==> src/design/fpa_pkg.sv <==
// fpa_pkg: shared constants, operation codes and pipeline payload types
// for the fixed-point ALU core. No dependencies.
package fpa_pkg;
   localparam int FracBits = 14;
   localparam int DataW    = 32;
   localparam int ModeW    = 4;
   localparam int QuoW     = 64;
   localparam int RemW     = 33;
   localparam int DivBitsPerStage = 2;
   localparam int DivStages = QuoW / DivBitsPerStage;

   typedef enum logic [ModeW-1:0] {
      OP_TO_FIXED = 4'd0,
      OP_TRUNC    = 4'd1,
      OP_ROUND    = 4'd2,
      OP_ADD      = 4'd3,
      OP_ADD_INT  = 4'd4,
      OP_SUB      = 4'd5,
      OP_SUB_INT  = 4'd6,
      OP_MUL      = 4'd7,
      OP_MUL_INT  = 4'd8,
      OP_DIV      = 4'd9,
      OP_DIV_INT  = 4'd10
   } op_type;

   // one division lane: magnitude dividend bits being shifted in, partial remainder
   typedef struct packed {
      logic              valid;
      logic              is_div;
      logic              neg;
      logic              dz;
      logic [DataW-1:0]  simple;
      logic [QuoW-1:0]   quo;
      logic [RemW-1:0]   rem;
      logic [DataW-1:0]  dsr;
   } div_lane_type;

   typedef struct packed {
      logic              valid;
      logic [DataW-1:0]  result;
      logic              dz;
   } out_type;
endpackage

==> src/design/fpa_front.sv <==
// fpa_front: decode stage. Computes simple modes and mul product, sets up
// magnitudes for the divider. Depends on fpa_pkg.
module fpa_front (
   input  logic                           clock,
   input  logic                           reset,
   input  logic                           en,
   input  logic                           in_valid,
   input  logic [fpa_pkg::ModeW-1:0]      mode,
   input  logic signed [fpa_pkg::DataW-1:0] a,
   input  logic signed [fpa_pkg::DataW-1:0] b,
   output fpa_pkg::div_lane_type          lane
);
   import fpa_pkg::*;

   logic signed [63:0]   prod_ff, prod_in;
   logic [3:0]           mode_ff;
   logic signed [DataW-1:0] a_ff, b_ff;
   logic                 v_ff;
   logic [DataW-1:0]     simple;
   logic signed [DataW-1:0] half;
   logic signed [DataW:0] rnd;
   logic signed [63:0]   mq;
   logic [63:0]          ua, dvd;
   logic [DataW-1:0]     ub;
   logic                 isdiv, neg;

   assign prod_in = 64'(a) * 64'(b);

   always_ff @(posedge clock) begin
      if (reset) begin
         v_ff <= 1'b0;
      end else if (en) begin
         v_ff <= in_valid;
      end
   end

   always_ff @(posedge clock) begin
      if (en) begin
         prod_ff <= prod_in;
         mode_ff <= mode;
         a_ff    <= a;
         b_ff    <= b;
      end
   end

   always_comb begin
      half   = DataW'(1) <<< (FracBits - 1);
      rnd    = (a_ff >= 0) ? (33'(a_ff) + 33'(half)) : (33'(a_ff) - 33'(half));
      mq     = prod_ff;
      simple = '0;
      unique case (mode_ff)
         OP_TO_FIXED: simple = a_ff << FracBits;
         OP_TRUNC:    simple = DataW'((a_ff + ((a_ff < 0) ? ((DataW'(1) <<< FracBits) - 1) : 0))
                               >>> FracBits);
         OP_ROUND:    simple = DataW'((rnd + ((rnd < 0) ? ((33'(1) <<< FracBits) - 1) : 33'(0)))
                               >>> FracBits);
         OP_ADD:      simple = a_ff + b_ff;
         OP_ADD_INT:  simple = a_ff + (b_ff << FracBits);
         OP_SUB:      simple = a_ff - b_ff;
         OP_SUB_INT:  simple = a_ff - (b_ff << FracBits);
         OP_MUL:      simple = DataW'((mq + ((mq < 0) ? ((64'(1) <<< FracBits) - 1) : 64'(0)))
                               >>> FracBits);
         OP_MUL_INT:  simple = prod_ff[DataW-1:0];
         default:     simple = '0;
      endcase
      isdiv = (mode_ff == OP_DIV) || (mode_ff == OP_DIV_INT);
      neg   = a_ff[DataW-1] ^ b_ff[DataW-1];
      ua    = a_ff[DataW-1] ? 64'(-65'(a_ff)) : 64'(a_ff);
      ub    = b_ff[DataW-1] ? DataW'(-b_ff) : DataW'(b_ff);
      dvd   = (mode_ff == OP_DIV) ? (ua << FracBits) : ua;
   end

   assign lane.valid  = v_ff;
   assign lane.is_div = isdiv;
   assign lane.neg    = neg;
   assign lane.dz     = isdiv && (b_ff == '0);
   assign lane.simple = simple;
   assign lane.quo    = dvd;
   assign lane.rem    = '0;
   assign lane.dsr    = ub;
endmodule

==> config.mk <==
export PLATFORM = sky130hd
export DESIGN_NAME = fpa_front
export DESIGN_NICKNAME = d
export VERILOG_FILES = /design/src/design/fpa_pkg.sv /design/src/design/fpa_front.sv
export SDC_FILE = /design/constraint.sdc
export NUM_CORES = 2
export LEC_CHECK = 0
export BUFFER_PORTS_ARGS = -buffer_cell sky130_fd_sc_hd__buf_2
export CORE_ASPECT_RATIO = 1.25
export CORE_MARGIN = 3
export CORE_UTILIZATION = 66
export CTS_BUF_LIST = sky130_fd_sc_hd__clkbuf_16
export CTS_CLUSTER_DIAMETER = 120
export DETAILED_ROUTE_END_ITERATION = 10
export HOLD_SLACK_MARGIN = 0.12
export PLACE_DENSITY = 0.87
export SLEW_MARGIN = 15
export SYNTH_ARGS = -nofsm -noshare
export SYNTH_HDL_FRONTEND = slang
export SYNTH_SLANG_ARGS = --single-unit
==> constraint.sdc <==
create_clock -name clock -period 9.4 [get_ports clock]
set_input_delay 1.88 -clock clock [delete_from_list [all_inputs] [get_ports clock]]
set_output_delay 1.88 -clock clock [all_outputs]
set_load 0.1 [all_outputs]
== Word-level counts from Yosys, hierarchy flattened ==
Index checks and enable logic that the tools add are counted.

* Add/sub/neg operators: 11
* $mul: 1
* $lt $le $gt $ge: 4
* Eq/ne operators: 10
* Muxes and demuxes: 8
* Bitwise gates (word level): 1
* Reductions and logical operators: 4

{| class="wikitable"
|+ Operators by type and width
! cell !! count
|-
| 32-bit case mux with 9 select lines || 1
|-
| 64-bit 2-to-1 mux || 2
|-
| 32-bit adder || 2
|-
| 64-bit by 1-bit less-than comparator with 1-bit output (second input constant) || 1
|-
| 32-bit by 32-bit multiplier with 64-bit output || 1
|-
| 32-bit negator with 64-bit output || 1
|-
| 32-bit subtractor || 2
|-
| 46-bit by 15-bit adder with 46-bit output || 1
|-
| 14-bit 2-to-1 mux || 3
|-
| 32-bit by 15-bit adder with 33-bit output (second input constant) || 1
|-
| 33-bit by 15-bit adder with 33-bit output || 1
|-
| 33-bit by 1-bit less-than comparator with 1-bit output (second input constant) || 1
|-
| 33-bit 2-to-1 mux || 1
|-
| 32-bit by 15-bit subtractor with 33-bit output (second input constant) || 1
|-
| 32-bit by 15-bit adder with 32-bit output || 1
|-
| 32-bit by 1-bit >= comparator with 1-bit output (second input constant) || 1
|-
| 32-bit zero test || 1
|-
| 32-bit by 1-bit less-than comparator with 1-bit output (second input constant) || 1
|-
| 32-bit 2-to-1 mux || 1
|-
| 32-bit negator || 1
|-
| 4-bit by 3-bit equality test with 1-bit output (second input constant) || 4
|-
| 4-bit equality test (second input constant) || 3
|-
| 4-bit by 2-bit equality test with 1-bit output (second input constant) || 2
|-
| 4-bit by 1-bit equality test with 1-bit output (second input constant) || 1
|-
| 4 further kinds || 4
|}

* Register bits: 133
* Input bits: 72
* Output and inout port bits: 165
* Logic and storage cells: 44

== Longest topological paths before layout ==
* Word-level depth: 6
* Depth in mapped cells: 28
* Gate-level depth less buffers: 26

== Worst setup path before layout ==
OpenSTA, ideal clock, no wires.

* Path type: in2reg
* Start: in b[5] (netlist name)
* End: reg prod_ff[45], in the netlist mq[45] (data pin)
* Setup time: 0.157 ns
* Arrival: 8.567 ns
* Data required time: 9.243 ns
* Path slack: 0.677 ns
* Cell stages on the path: 25
* Buffers on the path: 1
* Path through: clkbuf_1 > nand2_1 > fa_1 > inv_1 > fa_1 > fa_1 > inv_1 > fa_1 > inv_1 > fa_1 > inv_1 > fa_1 > fa_1 > fa_1 > inv_1 > ha_1 > nand2_1 > o21ai_0 > o21ai_0 > a2111oi_0 > o21ai_0 > nand2b_1 > a31oi_1 > or2_2 > a32oi_1

* Longest elaborated chain between the ends: 1

{| class="wikitable"
|+ Ends and longest elaborated chain
! item !! line !! source
|-
| start: declaration || fpa_front.sv:10 || <nowiki>input logic signed [fpa_pkg::DataW-1:0] b,</nowiki>
|-
| 32-bit by 32-bit multiplier with 64-bit output || fpa_front.sv:27 || <nowiki>assign prod_in = 64'(a) * 64'(b);</nowiki>
|-
| named net prod_in[45] || fpa_front.sv:15 || <nowiki>logic signed [63:0] prod_ff, prod_in;</nowiki>
|-
| end signal: assignment || fpa_front.sv:39 || <nowiki>prod_ff <= prod_in;</nowiki>
|-
| end: declaration || fpa_front.sv:15 ||
|}

The timed path passes the listed nets, and every way through them passes these cells.
A chain may end at the register's enable or synchronous reset.

== Worst setup path in the final report ==
* Start: in b[5] (netlist name)
* End: reg prod_ff[42], in the netlist mq[42] (data pin)

Same word-level chain as after synthesis.

==> flow_summary.json <==
{
  "rsz0062_at_grt": "false",
  "fin_nets": 6738,
  "area_delta_synth_final_pct": 6.20,
  "ioPinCount": 237,
  "cp_slowest_cell": "fa_1",
  "skew_ns": 0,
  "grt_usage_pct": 41.1,
  "wl_per_cell_um": 23.9,
  "maxSlewViolCount": 0,
  "critical_path.max_fanout": 33,
  "num_rows": 109,
  "die_x_um": 246,
  "grt_pass1_vias": 41691,
  "maxCapViolCount": 0,
  "cp-startpoint": "b[5]",
  "cts_tree": "built",
  "reg2reg_to": "v_ff",
  "cp.arrival_ns": 9.37,
  "worstMarginPinSlew_ns": 1.23,
  "cp_common_cell": "fa_1",
  "async_flop_share_pct": 0,
  "critPathBufInv": 8,
  "drc": 0,
  "core_area_um2": 71200,
  "critical-path-top-delay-family": "adder cells",
  "numCtsBuffers": 17,
  "hp-class": "reg2reg",
  "fill_cells": 5104,
  "vias": 38393,
  "synth-edff-count": 115,
  "synth_area_leader_cell": "fa_1",
  "cp-end-kind": "flip-flop",
  "clock_path_buffers": 2,
  "antenna_found_initial": 15,
  "finalWorstSetupSlack_ns": 0.211,
  "first_pass_iters": 8,
  "setup_viol": 0,
  "place_congestion": 1.02,
  "reg2regPathDepth": 2,
  "rrSetupSlack_ns": 8.79,
  "crit_end": "mq[42]",
  "hold_depth": 2,
  "crit_type": "in2reg",
  "die_area_um2": 75600,
  "ys_ff_latch": 116,
  "cp_num_cells": 28,
  "slew_headroom_pct": 17.8,
  "synth_cell_types": 81,
  "ant_nets": 0,
  "die_h_um": 307,
  "yosysTopAreaCellShare_pct": 45.5,
  "yosys_most_used_dff": "edfxtp_1",
  "h-tree-depth": 4,
  "viasPerCell": 6.14,
  "clock-sinks": 116,
  "final-hold-violation-count": 0,
  "min_period_over_period_pct": 97.8,
  "max_freq_ghz": 0.109,
  "clkTransAtPathRegs_ns": 0.07,
  "netlist_top_cells_area": "fa_1 (46%), inv_1 (8.1%), ha_1 (7.6%)",
  "ys_seq_area_share_pct": 7.28,
  "place_ws_ns": -0.179,
  "syn_area_um2": 47700,
  "grt_overflow": 0,
  "clock_latency_ns": 0.45,
  "drt_iter0_drc": 3644,
  "start_util_pct": 67.0,
  "cts_root_buf": "clkbuf_16",
  "worstReg2RegStart": "v_ff",
  "grt_max_degree": 74,
  "wl_mm": 150,
  "grt_pass1_wl_mm": 234,
  "status": "complete, no violations",
  "synthCells": 5192,
  "dp_hpwl_mm": 122,
  "syn_avg_cell_area_um2": 9.19,
  "min_period_ns": 9.19,
  "cts_hold_buf": 0,
  "drive_gt1_share_pct": 7.73,
  "io_buffers": 185,
  "cpPeakStageDelay_ns": 0.57,
  "yosys_warnings": 0,
  "worstSetupStartpointType": "input pin",
  "worst_ep_required_time_ns": 9.58
}
==> through the flow <==
| stage | utilization [%] | hold WS, ns | instance area (µm²) | setup TNS (ns) | instances |
|---|---|---|---|---|---|
| finish | 71.2 | 0.525 | 50700 | 0 | 6258 |
| CTS | 71.1 | 0.533 | 50600 | 0 | 6246 |
| global placement | 70.2 | 0.467 | 50000 | 0 | 6214 |
| global route | 71.1 | 0.568 | 50600 | 0 | 6254 |
| floorplan | - | 0.462 | 47900 | 0 | 5242 |
| detailed placement | 70.2 | 0.515 | 50000 | -0.384 | 6214 |
==> cells by family (layout without fill, tap and decap cells) <==
group	count (synthesis)	count (layout)	synth area share [%]
other	1	63	0.00786
XOR/XNOR	273	273	5.01
adder cells (fa/ha/maj)	1376	1376	53.2
AND/OR/NAND/NOR	1595	1595	16.5
flip-flops	116	116	7.28
buffers and inverters	1346	1407	11.1
multiplexers	22	22	0.462
AO/OA/AOI/OAI	463	463	6.56
==> synthesized netlist by cell type (all sizes together), types with 7 or more instances <==
cell	number
nor3	38
o21bai	14
nor2	157
xor2	111
a31oi	16
and2	461
a21oi	105
nor4	8
a211oi	18
or3	20
o21ai	106
a21o	40
nand2	701
a2111oi	7
edfxtp	115
buf	67
inv	1030
mux2i	22
o2111ai	15
o211ai	10
a211o	7
and3	22
ha	291
nor2b	26
fa	1085
o21a	18
o31ai	18
or2	8
a222oi	23
nand4	29
clkbuf	249
or4	9
xnor2	162
nand3	49
o221ai	9
nand2b	42
==> worst min-delay path by stage <==
| stage | from | endpoint | slack, ns |
|---|---|---|---|
| after floorplan | v_ff | v_ff | 0.46 |
| after global placement | v_ff | v_ff | 0.47 |
| after detailed placement | v_ff | v_ff | 0.52 |
| after CTS | v_ff | v_ff | 0.53 |
| after global routing | v_ff | v_ff | 0.57 |
| final | v_ff | v_ff | 0.53 |
==> area by class of cell <==
type,instances,area [µm²],area share [%]
multi-input combinational,3780,39200,77.3
inverter,1030,3870,7.63
sequential,116,3470,6.86
timing repair buffer,345,2330,4.60
tap,943,1180,2.33
clock buffer,17,425,0.840
clock inverter,15,183,0.361
antenna,12,30.0,0.0593
==> per-layer routing <==
layer	up-vias	wire length, µm	GRT usage [%]
li1	15923	-	-
met1	19166	48600	48.4
met2	2457	71700	66.8
met3	841	15700	9.05
met4	6	13700	29.8
met5	-	37	0
==> layout by cell type, fill, tap and decap left out, types with 15 or more instances in the layout <==
cell type  instances
a211oi_1          18
a21o_1            40
a21oi_1          105
a222oi_1          23
a31oi_1           15
and2_1           461
and3_1            22
buf_12            16
buf_2            184
buf_4            145
clkbuf_16         17
conb_1            51
edfxtp_1         115
fa_1            1085
ha_1             291
inv_1           1030
mux2i_1           22
nand2_1          700
nand2b_1          42
nand3_1           48
nand4_1           29
nor2_1           155
nor2b_1           26
nor3_1            35
o2111ai_1         15
o21a_1            18
o21ai_0          104
o31ai_1           16
or3_1             17
xnor2_1          162
xor2_1           111
==> sequential cells by signal (all words and copies together) (netlist names) <==
signal   flops
a_ff        32
mq          47
v_ff         1
mode_ff      4
b_ff        32
==> worst register-to-register path: stages (launching register included) <==
cell	delay [ns]
dfxtp_1	0.31
mux2i_1	0.13
nor2_1	0.06
==> repair_timing <==
item                       in CTS  in global routing
buffers inserted                0                  0
resized for setup               0                  3
setup endpoints to repair       0                  4
Power is not shown: default switching activity piles up to over one toggle a cycle in this logic, so the estimate is an artifact.
