==> src/design/fpa_pkg.sv <==
// fpa_pkg: shared constants, operation codes and pipeline payload types
// for the fixed-point ALU core. No dependencies.
package fpa_pkg;
   localparam int FracBits = 14;
   localparam int DataW    = 32;
   localparam int ModeW    = 4;
   localparam int QuoW     = 64;
   localparam int RemW     = 33;
   localparam int DivBitsPerStage = 2;
   localparam int DivStages = QuoW / DivBitsPerStage;

   typedef enum logic [ModeW-1:0] {
      OP_TO_FIXED = 4'd0,
      OP_TRUNC    = 4'd1,
      OP_ROUND    = 4'd2,
      OP_ADD      = 4'd3,
      OP_ADD_INT  = 4'd4,
      OP_SUB      = 4'd5,
      OP_SUB_INT  = 4'd6,
      OP_MUL      = 4'd7,
      OP_MUL_INT  = 4'd8,
      OP_DIV      = 4'd9,
      OP_DIV_INT  = 4'd10
   } op_type;

   // one division lane: magnitude dividend bits being shifted in, partial remainder
   typedef struct packed {
      logic              valid;
      logic              is_div;
      logic              neg;
      logic              dz;
      logic [DataW-1:0]  simple;
      logic [QuoW-1:0]   quo;
      logic [RemW-1:0]   rem;
      logic [DataW-1:0]  dsr;
   } div_lane_type;

   typedef struct packed {
      logic              valid;
      logic [DataW-1:0]  result;
      logic              dz;
   } out_type;
endpackage

==> src/design/fpa_div_stage.sv <==
// fpa_div_stage: one registered radix-2 restoring division stage
// retiring DivBitsPerStage quotient bits. Depends on fpa_pkg.
module fpa_div_stage (
   input  logic                  clock,
   input  logic                  reset,
   input  logic                  en,
   input  fpa_pkg::div_lane_type lane_i,
   output fpa_pkg::div_lane_type lane_o
);
   import fpa_pkg::*;

   div_lane_type lane_ff, lane_in;
   logic [RemW-1:0] r;
   logic [QuoW-1:0] q;

   always_comb begin
      r = lane_i.rem;
      q = lane_i.quo;
      for (int i = 0; i < DivBitsPerStage; i++) begin
         r = {r[RemW-2:0], q[QuoW-1]};
         q = {q[QuoW-2:0], 1'b0};
         if (r >= RemW'(lane_i.dsr)) begin
            r    = r - RemW'(lane_i.dsr);
            q[0] = 1'b1;
         end
      end
      lane_in     = lane_i;
      lane_in.rem = r;
      lane_in.quo = q;
   end

   always_ff @(posedge clock) begin
      if (reset) begin
         lane_ff.valid <= 1'b0;
      end else if (en) begin
         lane_ff.valid <= lane_in.valid;
      end
   end

   always_ff @(posedge clock) begin
      if (en) begin
         lane_ff.is_div <= lane_in.is_div;
         lane_ff.neg    <= lane_in.neg;
         lane_ff.dz     <= lane_in.dz;
         lane_ff.simple <= lane_in.simple;
         lane_ff.quo    <= lane_in.quo;
         lane_ff.rem    <= lane_in.rem;
         lane_ff.dsr    <= lane_in.dsr;
      end
   end

   assign lane_o = lane_ff;
endmodule

==> config.mk <==
export PLATFORM = sky130hd
export DESIGN_NAME = fpa_div_stage
export DESIGN_NICKNAME = d
export VERILOG_FILES = /design/src/design/fpa_pkg.sv /design/src/design/fpa_div_stage.sv
export SDC_FILE = /design/constraint.sdc
export NUM_CORES = 1
export LEC_CHECK = 0
export CORE_ASPECT_RATIO = 0.75
export CORE_MARGIN = 2
export CORE_UTILIZATION = 45
export DETAILED_ROUTE_END_ITERATION = 10
export DONT_BUFFER_PORTS = 1
export MAX_ROUTING_LAYER = met4
export PLACE_DENSITY_LB_ADDON = 0.3
export SLEW_MARGIN = 20
export SYNTH_ARGS = -nofsm -noshare
export SYNTH_HDL_FRONTEND = slang
export SYNTH_SLANG_ARGS = --single-unit
==> constraint.sdc <==
create_clock -name clock -period 6.1 [get_ports clock]
set_clock_uncertainty 0.1 [all_clocks]
set_input_delay 0.61 -clock clock [delete_from_list [all_inputs] [get_ports clock]]
set_output_delay 0.61 -clock clock [all_outputs]
set_load 0.005 [all_outputs]
# After elaboration in Yosys (flattened, before gate mapping)
# Index checks and enable logic that the tools add are counted.
# totals
inputBits,168
output_inout_bits,165
word_cells,16
reg_bits,165
# classes
order_cmp,2
mux,4
add_sub_neg,2
# ops
op,n
33-bit by 32-bit greater-or-equal comparator with 1-bit output,2
33-bit two-way mux,1
33-bit by 32-bit subtractor with 33-bit output,1
32-bit two-way mux,1
32-bit subtractor,1
1-bit two-way mux,2

# Logic depth before layout (Yosys ltp)
# Gate-level depths: netlist of run 1.
# logic_depth
ltp_word,4
mapped_depth,24
depth_no_buf,22

# Least setup slack after synthesis of run 1
# OpenSTA, ideal clock, no wires.
# synth_path
path_type,input-to-reg
from,input lane_i[13] (netlist name)
to,"register lane_ff (netlist bit lane_o[36]), data pin"
required_time_ns,5.740
path_stages,22
t_arrival_ns,5.088
path_slack_ns,0.652
path_buffers,3
setup_time_ns,0.260
path_cell_list,inv_1 -> ha_1 -> a21oi_1 -> o211ai_1 -> and2_4 -> nor4_1 -> a211oi_2 -> nor2_4 -> clkbuf_1 -> nand2_1 -> o21ai_0 -> ha_1 -> clkbuf_2 -> a211o_1 -> o31ai_1 -> a31oi_1 -> o31ai_2 -> o221a_2 -> a21oi_2 -> nor3b_4 -> buf_6 -> mux2_4
# synth_rtl
item,line_no,text
"start, declared",fpa_div_stage.sv:7,"input fpa_pkg::div_lane_type lane_i,"
"end, declared",fpa_div_stage.sv:12,"div_lane_type lane_ff, lane_in;"

==> results of run 1 <==
## per-stage QoR
step           hold slack [ns]  utilization [%]  cells  power (mW)  cell area (um^2)
3_5_place_dp             0.415             49.7   1117        2.62             10100
3_3_place_gp             0.410             49.7   1117        2.61             10100
2_1_floorplan            0.385                -    792        2.31              9360
6_report                 0.144             52.6   1149        3.64             10700
4_1_cts                  0.121             52.6   1149        3.68             10700
5_1_grt                  0.126             52.6   1149        3.83             10700
## cell usage in the layout, fill, tap and decap left out, types with 4 or more instances in the layout
cell and count:
inv_1 59, o31ai_1 6, inv_8 4, buf_4 61, nor4_1 6, mux2_2 9
a21boi_0 4, mux2i_1 5, a211oi_1 8, nand4_1 13, and2_1 7, a21o_1 16
xor2_1 16, nand2b_1 4, clkbuf_16 17, o21a_1 11, a211o_1 4, nor2_1 46
a21oi_1 61, o21ai_0 42, nand2_1 55, ha_1 64, mux2_4 26, a31oi_1 5
and3_1 8, nand3_1 17, edfxtp_1 164, o21bai_1 14, nor3_1 12, xnor2_1 31
o211ai_1 4
## cell families after synthesis
| kind of cell | count (synthesis) |
|---|---|
| compound gates | 209 |
| simple gates | 185 |
| flops | 165 |
| buf+inv | 80 |
| fa+ha+maj | 66 |
| xor+xnor | 47 |
| mux | 40 |
## critical path: cells and delay by family
family | cells | cell delay [ns]
adders and majority gates | 2 | 0.74
and+or+nand+nor | 7 | 0.77
AOI/OAI and AO/OA | 7 | 2.25
buffers and inverters | 4 | 0.51
muxes | 2 | 0.66
## layer usage
metal	part of all wire (%)	wire (um)
met1	43	10300
met2	47	11200
met3	8.1	1930
met4	1.6	369
met5	0	0
## layout make-up
type,count,area [um^2],area share [%]
sequential,165,4940,46.3
tap,282,353,3.30
clock inverter,15,158,1.48
timing repair buffer,63,498,4.66
multi-input combinational,547,4080,38.2
inverter,60,225,2.11
clock buffer,17,425,3.98
## path summary, 6_finish.rpt
| path | from | end | slack, ns |
|---|---|---|---|
| worst max-delay path | lane_i[13] | lane_o[62] | 0.63 |
| worst min-delay path | reset | lane_o[164] | 0.14 |
| worst max register to register | lane_o[164] | lane_o[164] | 5.40 |
| worst min register to register | lane_o[164] | lane_o[164] | 0.43 |
## where the power goes
| part | leakage, nW | internal [mW] | switching, mW |
|---|---|---|---|
| Sequential | 1.61 | 1.45 | 0.0928 |
| Clock | 0.282 | 0.546 | 0.499 |
| Combinational | 2.38 | 0.544 | 0.517 |
| Total | 4.28 | 2.54 | 1.11 |
==> impl_metrics.env, run 1 <==
export IMPL_netlist_area_um2=9360
export IMPL_core_area_um2=20300
export IMPL_maxCapViolCount=0
export IMPL_dp_slack_ns=0.194
export IMPL_slew_headroom_pct=66.1
export IMPL_cts_tree="built"
export IMPL_antenna_found_initial=0
export IMPL_worst_r2r_cell_count=2
export IMPL_ys_types=69
export IMPL_cp_end_kind="flip-flop"
export IMPL_final_nets=1088
export IMPL_setup_slack_ns=0.635
export IMPL_holdBufCountCts=0
export IMPL_ios=333
export IMPL_fmax_mhz=183
export IMPL_post_cts_resized=0
export IMPL_synth_xor_area_share_pct=4.40
export IMPL_rsz0062_at_grt="no"
export IMPL_synth_ff_type="edfxtp_1"
export IMPL_synth_top_area_share_pct=52.6
export IMPL_power_density_nw_per_um2=341
export IMPL_critPathSlowestCell="o21ai_0"
export IMPL_synth_cells=792
export IMPL_maxSlewViolCount=0
export IMPL_yosys_top_cells_area="edfxtp_1 (53%), ha_1 (8.6%), mux2_4 (4.2%), a21oi_1 (3.3%), xnor2_1 (2.9%)"
export IMPL_vias=6380
export IMPL_cp_required_ns=6.18
export IMPL_ys_seq_area_share_pct=52.8
export IMPL_cts_setup_buffers=0
export IMPL_synth_top_family_by_area="compound AO/OA/AOI/OAI gates"
export IMPL_place_gp_congestion=0.900
export IMPL_fill_cells=1766
export IMPL_fin_crit_sh_pct=89.6
export IMPL_initialDrtViolationCount=561
export IMPL_cpPeakStageDelay_ns=0.46
export IMPL_die_w_um=171
export IMPL_vias_per_cell=5.55
export IMPL_grt_util_met3_pct=7.07
export IMPL_grt_pass1_vias=6026
export IMPL_status="completed"
export IMPL_numPortBuffers=0
export IMPL_hold_class="in -> reg"
export IMPL_clock_latency_ns=0.43
export IMPL_async_reset_ff_share_pct=0
export IMPL_drive_above_1_share_pct=17.1
export IMPL_drc=0
export IMPL_grt_first_pass_wirelength_um=34400
export IMPL_worstPathArrival_ns=5.55
export IMPL_yosys_register_bits=165
export IMPL_grt_max_degree=166
export IMPL_grt_ovfl_total=0
export IMPL_synthAdderAreaFrac_pct=8.99
export IMPL_min_period_ns=5.47
export IMPL_hold_violations=0
export IMPL_largest_register_ffs=165
export IMPL_synth_top_cells_by_count="edfxtp_1 (164), ha_1 (64), a21oi_1 (61), inv_1 (59), nand2_1 (55)"
export IMPL_fp_dieH_um=129
export IMPL_post_drt_wl_per_cell_um=20.7
export IMPL_met1_usage_pct=26.9
export IMPL_grt_busiest_layer="met2"
export IMPL_use_met2_pct=33.7
export IMPL_synth_top_area_cell="edfxtp_1"
export IMPL_synth_simple_area_share_pct=9.68
export IMPL_num_rows=45
export IMPL_worstPathCellList="inv_1, ha_1, nand3_1, o211ai_1, and2_4, nor4_1, buf_4, a211oi_2, nor2_4, inv_2, mux2_2, ha_1, buf_4, nand2_1, o21a_1, a21oi_1, a21oi_1, a311o_1, o21ai_0, or4_1, nand4_1, mux2_4"
export IMPL_wl_um=23800
export IMPL_dieArea_um2=22000
export IMPL_cts_buffers_inserted=17
export IMPL_area_growth_pct=14.2
export IMPL_synth_edf_count=164
export IMPL_hpwlAfterDp_um=18600
export IMPL_yosysWarningCount=0
export IMPL_firstDrtPassIters=5
export IMPL_tightest_slew_ns=0.504
export IMPL_antenna_diode_count=0
export IMPL_max_vdd_ir_drop_uv=197
export IMPL_cts_root_buf="clkbuf_16"
export IMPL_synth_compound_area_share_pct=14.8
export IMPL_critPathMaxFanout=8
export IMPL_hold_path_depth=1
export IMPL_startpoint_type="input pin"
export IMPL_clockBufferDepth=2
export IMPL_initial_core_util_pct=46.0
export IMPL_htreeDepth=4
export IMPL_antenna_left=0
export IMPL_clock_sinks=165
export IMPL_track_usage_pct=21.5
export IMPL_p_leak_nw=4.28
export IMPL_synth_mux_area_share_pct=5.79
export IMPL_worstSetupPathType="in -> reg"
export IMPL_final_setup_tns_ns=0
export IMPL_path_clk_slew_ns=0.07
export IMPL_synth_fp_nets=1026
export IMPL_setup_viol=0
export IMPL_yosysMostFrequentCell="edfxtp_1"
export IMPL_syn_area_per_cell_um2=11.8
Power figures use the tool's default switching activity.
==> run 2, diff against run 1 <==
--- a/config.mk
+++ b/config.mk
@@ -8,6 +8,7 @@
 export CORE_ASPECT_RATIO = 0.75
 export CORE_MARGIN = 2
 export CORE_UTILIZATION = 45
+export CTS_BUF_LIST = sky130_fd_sc_hd__clkbuf_4 sky130_fd_sc_hd__clkbuf_8
 export DETAILED_ROUTE_END_ITERATION = 10
 export DONT_BUFFER_PORTS = 1
 export MAX_ROUTING_LAYER = met4
==> impl_metrics.env, run 2 (same netlist as run 1, synthesis figures left out) <==
export IMPL_status="completed"
export IMPL_initial_core_util_pct=46.0
export IMPL_cts_setup_buffers=0
export IMPL_drive_above_1_share_pct=17.1
export IMPL_rr_endpoint="lane_o[164]"
export IMPL_setup_viol=0
export IMPL_critPathMaxFanout=17
export IMPL_cts_root_buf="clkbuf_8"
export IMPL_fill_cells=1788
export IMPL_hold_path_depth=1
export IMPL_fin_crit_sh_pct=89.1
export IMPL_hold_class="in -> reg"
export IMPL_p_leak_nw=4.19
export IMPL_max_vdd_ir_drop_uv=142
export IMPL_core_area_um2=20300
export IMPL_drc=0
export IMPL_timing_critical_path_from="lane_i[128]"
export IMPL_die_w_um=171
export IMPL_cp_required_ns=6.21
export IMPL_startpoint_type="input pin"
export IMPL_pwr_share_clk_pct=22.8
export IMPL_rsz0062_at_grt="no"
export IMPL_grt_pass1_vias=6008
export IMPL_antenna_found_initial=0
export IMPL_path_clk_slew_ns=0.10
export IMPL_num_rows=45
export IMPL_numPortBuffers=0
export IMPL_p_switching_mw=1.07
export IMPL_vias=6381
export IMPL_grt_ovfl_total=0
export IMPL_dp_cells=1117
export IMPL_hold_start="reset"
export IMPL_grt_max_degree=166
export IMPL_antenna_diode_count=0
export IMPL_cts_buffers_inserted=17
export IMPL_min_period_ns=5.43
export IMPL_power_density_nw_per_um2=321
export IMPL_combPwrFrac_pct=31.5
export IMPL_cts_tree="built"
export IMPL_clock_sinks=165
export IMPL_tightest_slew_ns=0.519
export IMPL_hold_end="lane_o[164]"
export IMPL_reg2reg_slack_ns=5.40
export IMPL_dp_slack_ns=0.194
export IMPL_layout_common_cells="edfxtp_1 (164), ha_1 (64), a21oi_1 (61), buf_4 (61), inv_1 (59)"
export IMPL_fmax_mhz=184
export IMPL_internal_power_mw=2.29
export IMPL_maxCapViolCount=0
export IMPL_post_cts_resized=0
export IMPL_final_common_cell="edfxtp_1"
export IMPL_antenna_left=0
export IMPL_post_drt_wl_per_cell_um=20.6
export IMPL_vias_per_cell=5.55
export IMPL_hpwlAfterDp_um=18600
export IMPL_track_usage_pct=21.5
export IMPL_clockBufferDepth=2
export IMPL_worstReg2RegStart="lane_o[164]"
export IMPL_maxSlewViolCount=0
export IMPL_htreeDepth=4
export IMPL_worstPathArrival_ns=5.54
export IMPL_fin_cells=1149
export IMPL_grt_first_pass_wirelength_um=34300
export IMPL_largest_register_ffs=165
export IMPL_wl_um=23700
export IMPL_ios=333
export IMPL_final_nets=1088
export IMPL_area_growth_pct=12.2
export IMPL_slew_headroom_pct=65.1
export IMPL_clock_latency_ns=0.45
export IMPL_initialDrtViolationCount=530
export IMPL_firstDrtPassIters=5
export IMPL_fp_dieH_um=129
export IMPL_final_setup_tns_ns=0
export IMPL_cp_end_kind="flip-flop"
export IMPL_setup_slack_ns=0.668
export IMPL_hold_violations=0
export IMPL_swShare_pct=31.8
export IMPL_dieArea_um2=22000
export IMPL_worst_r2r_cell_count=2
export IMPL_seqPwrFrac_pct=45.7
export IMPL_worstSetupPathType="in -> reg"
export IMPL_holdBufCountCts=0
export IMPL_place_gp_congestion=0.900
run 2: layout make-up:
type | count | area [um^2] | area share [%]
flip-flops and latches | 165 | 4940 | 47.1
multi-input cells | 547 | 4080 | 38.9
repair buffers | 63 | 498 | 4.74
well taps | 282 | 353 | 3.36
clock buffers | 17 | 234 | 2.23
inverters | 60 | 225 | 2.15
clock inverters | 15 | 158 | 1.50
run 2: power by group through the flow:
| stage | Clock, mW | Combinational, mW | Sequential, mW |
|---|---|---|---|
| 2_1_floorplan | 0 | 0.789 | 1.52 |
| 3_3_place_gp | 0 | 1.04 | 1.57 |
| 3_5_place_dp | 0 | 1.05 | 1.57 |
| 4_1_cts | 0.794 | 1.06 | 1.54 |
| 5_1_grt | 0.834 | 1.17 | 1.55 |
| 6_report | 0.766 | 1.06 | 1.54 |
run 2: worst max-delay path by stage:
stage / to / slack (ns) / cells past startpoint
6_report: lane_o[34] / 0.67 / 23
3_3_place_gp: lane_o[62] / 0.24 / 22
4_1_cts: lane_o[34] / 0.69 / 24
5_1_grt: lane_o[34] / 0.28 / 23
3_5_place_dp: lane_o[33] / 0.19 / 24
2_1_floorplan: lane_o[36] / 0.65 / 22
run 2: stage by stage:
step                      total power, mW  area, um^2  hold WS [ns]  util, %
final                                3.36       10500         0.108     51.6
after global routing                 3.55       10500        0.0705     51.6
after CTS                            3.40       10500        0.0708     51.6
after detailed placement             2.62       10100         0.415     49.7
after global placement               2.61       10100         0.410     49.7
after floorplan                      2.31        9360         0.385        -
run 2: critical path: stages:
cell and delay, ns:
inv_1 0.03, ha_1 0.14, inv_1 0.05, fa_1 0.42, a211oi_1 0.29, o21bai_1 0.18, a221oi_2 0.46, o21bai_1 0.21
xnor2_1 0.16, o21ai_0 0.26, ha_1 0.34, a21oi_1 0.21, a21boi_0 0.11, a211oi_1 0.25, buf_4 0.15, a31oi_1 0.13
o31ai_2 0.21, buf_4 0.17, o221a_2 0.21, a21oi_2 0.08, nor3b_4 0.28, buf_12 0.22, mux2_2 0.35
run 2: routing by layer:
| layer | track usage, % | vias up | part of all wire, % |
|---|---|---|---|
| met2 | 33.7 | 230 | 47 |
| met3 | 6.98 | 19 | 7.5 |
| met5 | - | - | 0 |
| li1 | - | 3098 | - |
| met4 | 5.88 | 0 | 1.3 |
| met1 | 26.8 | 3034 | 44 |
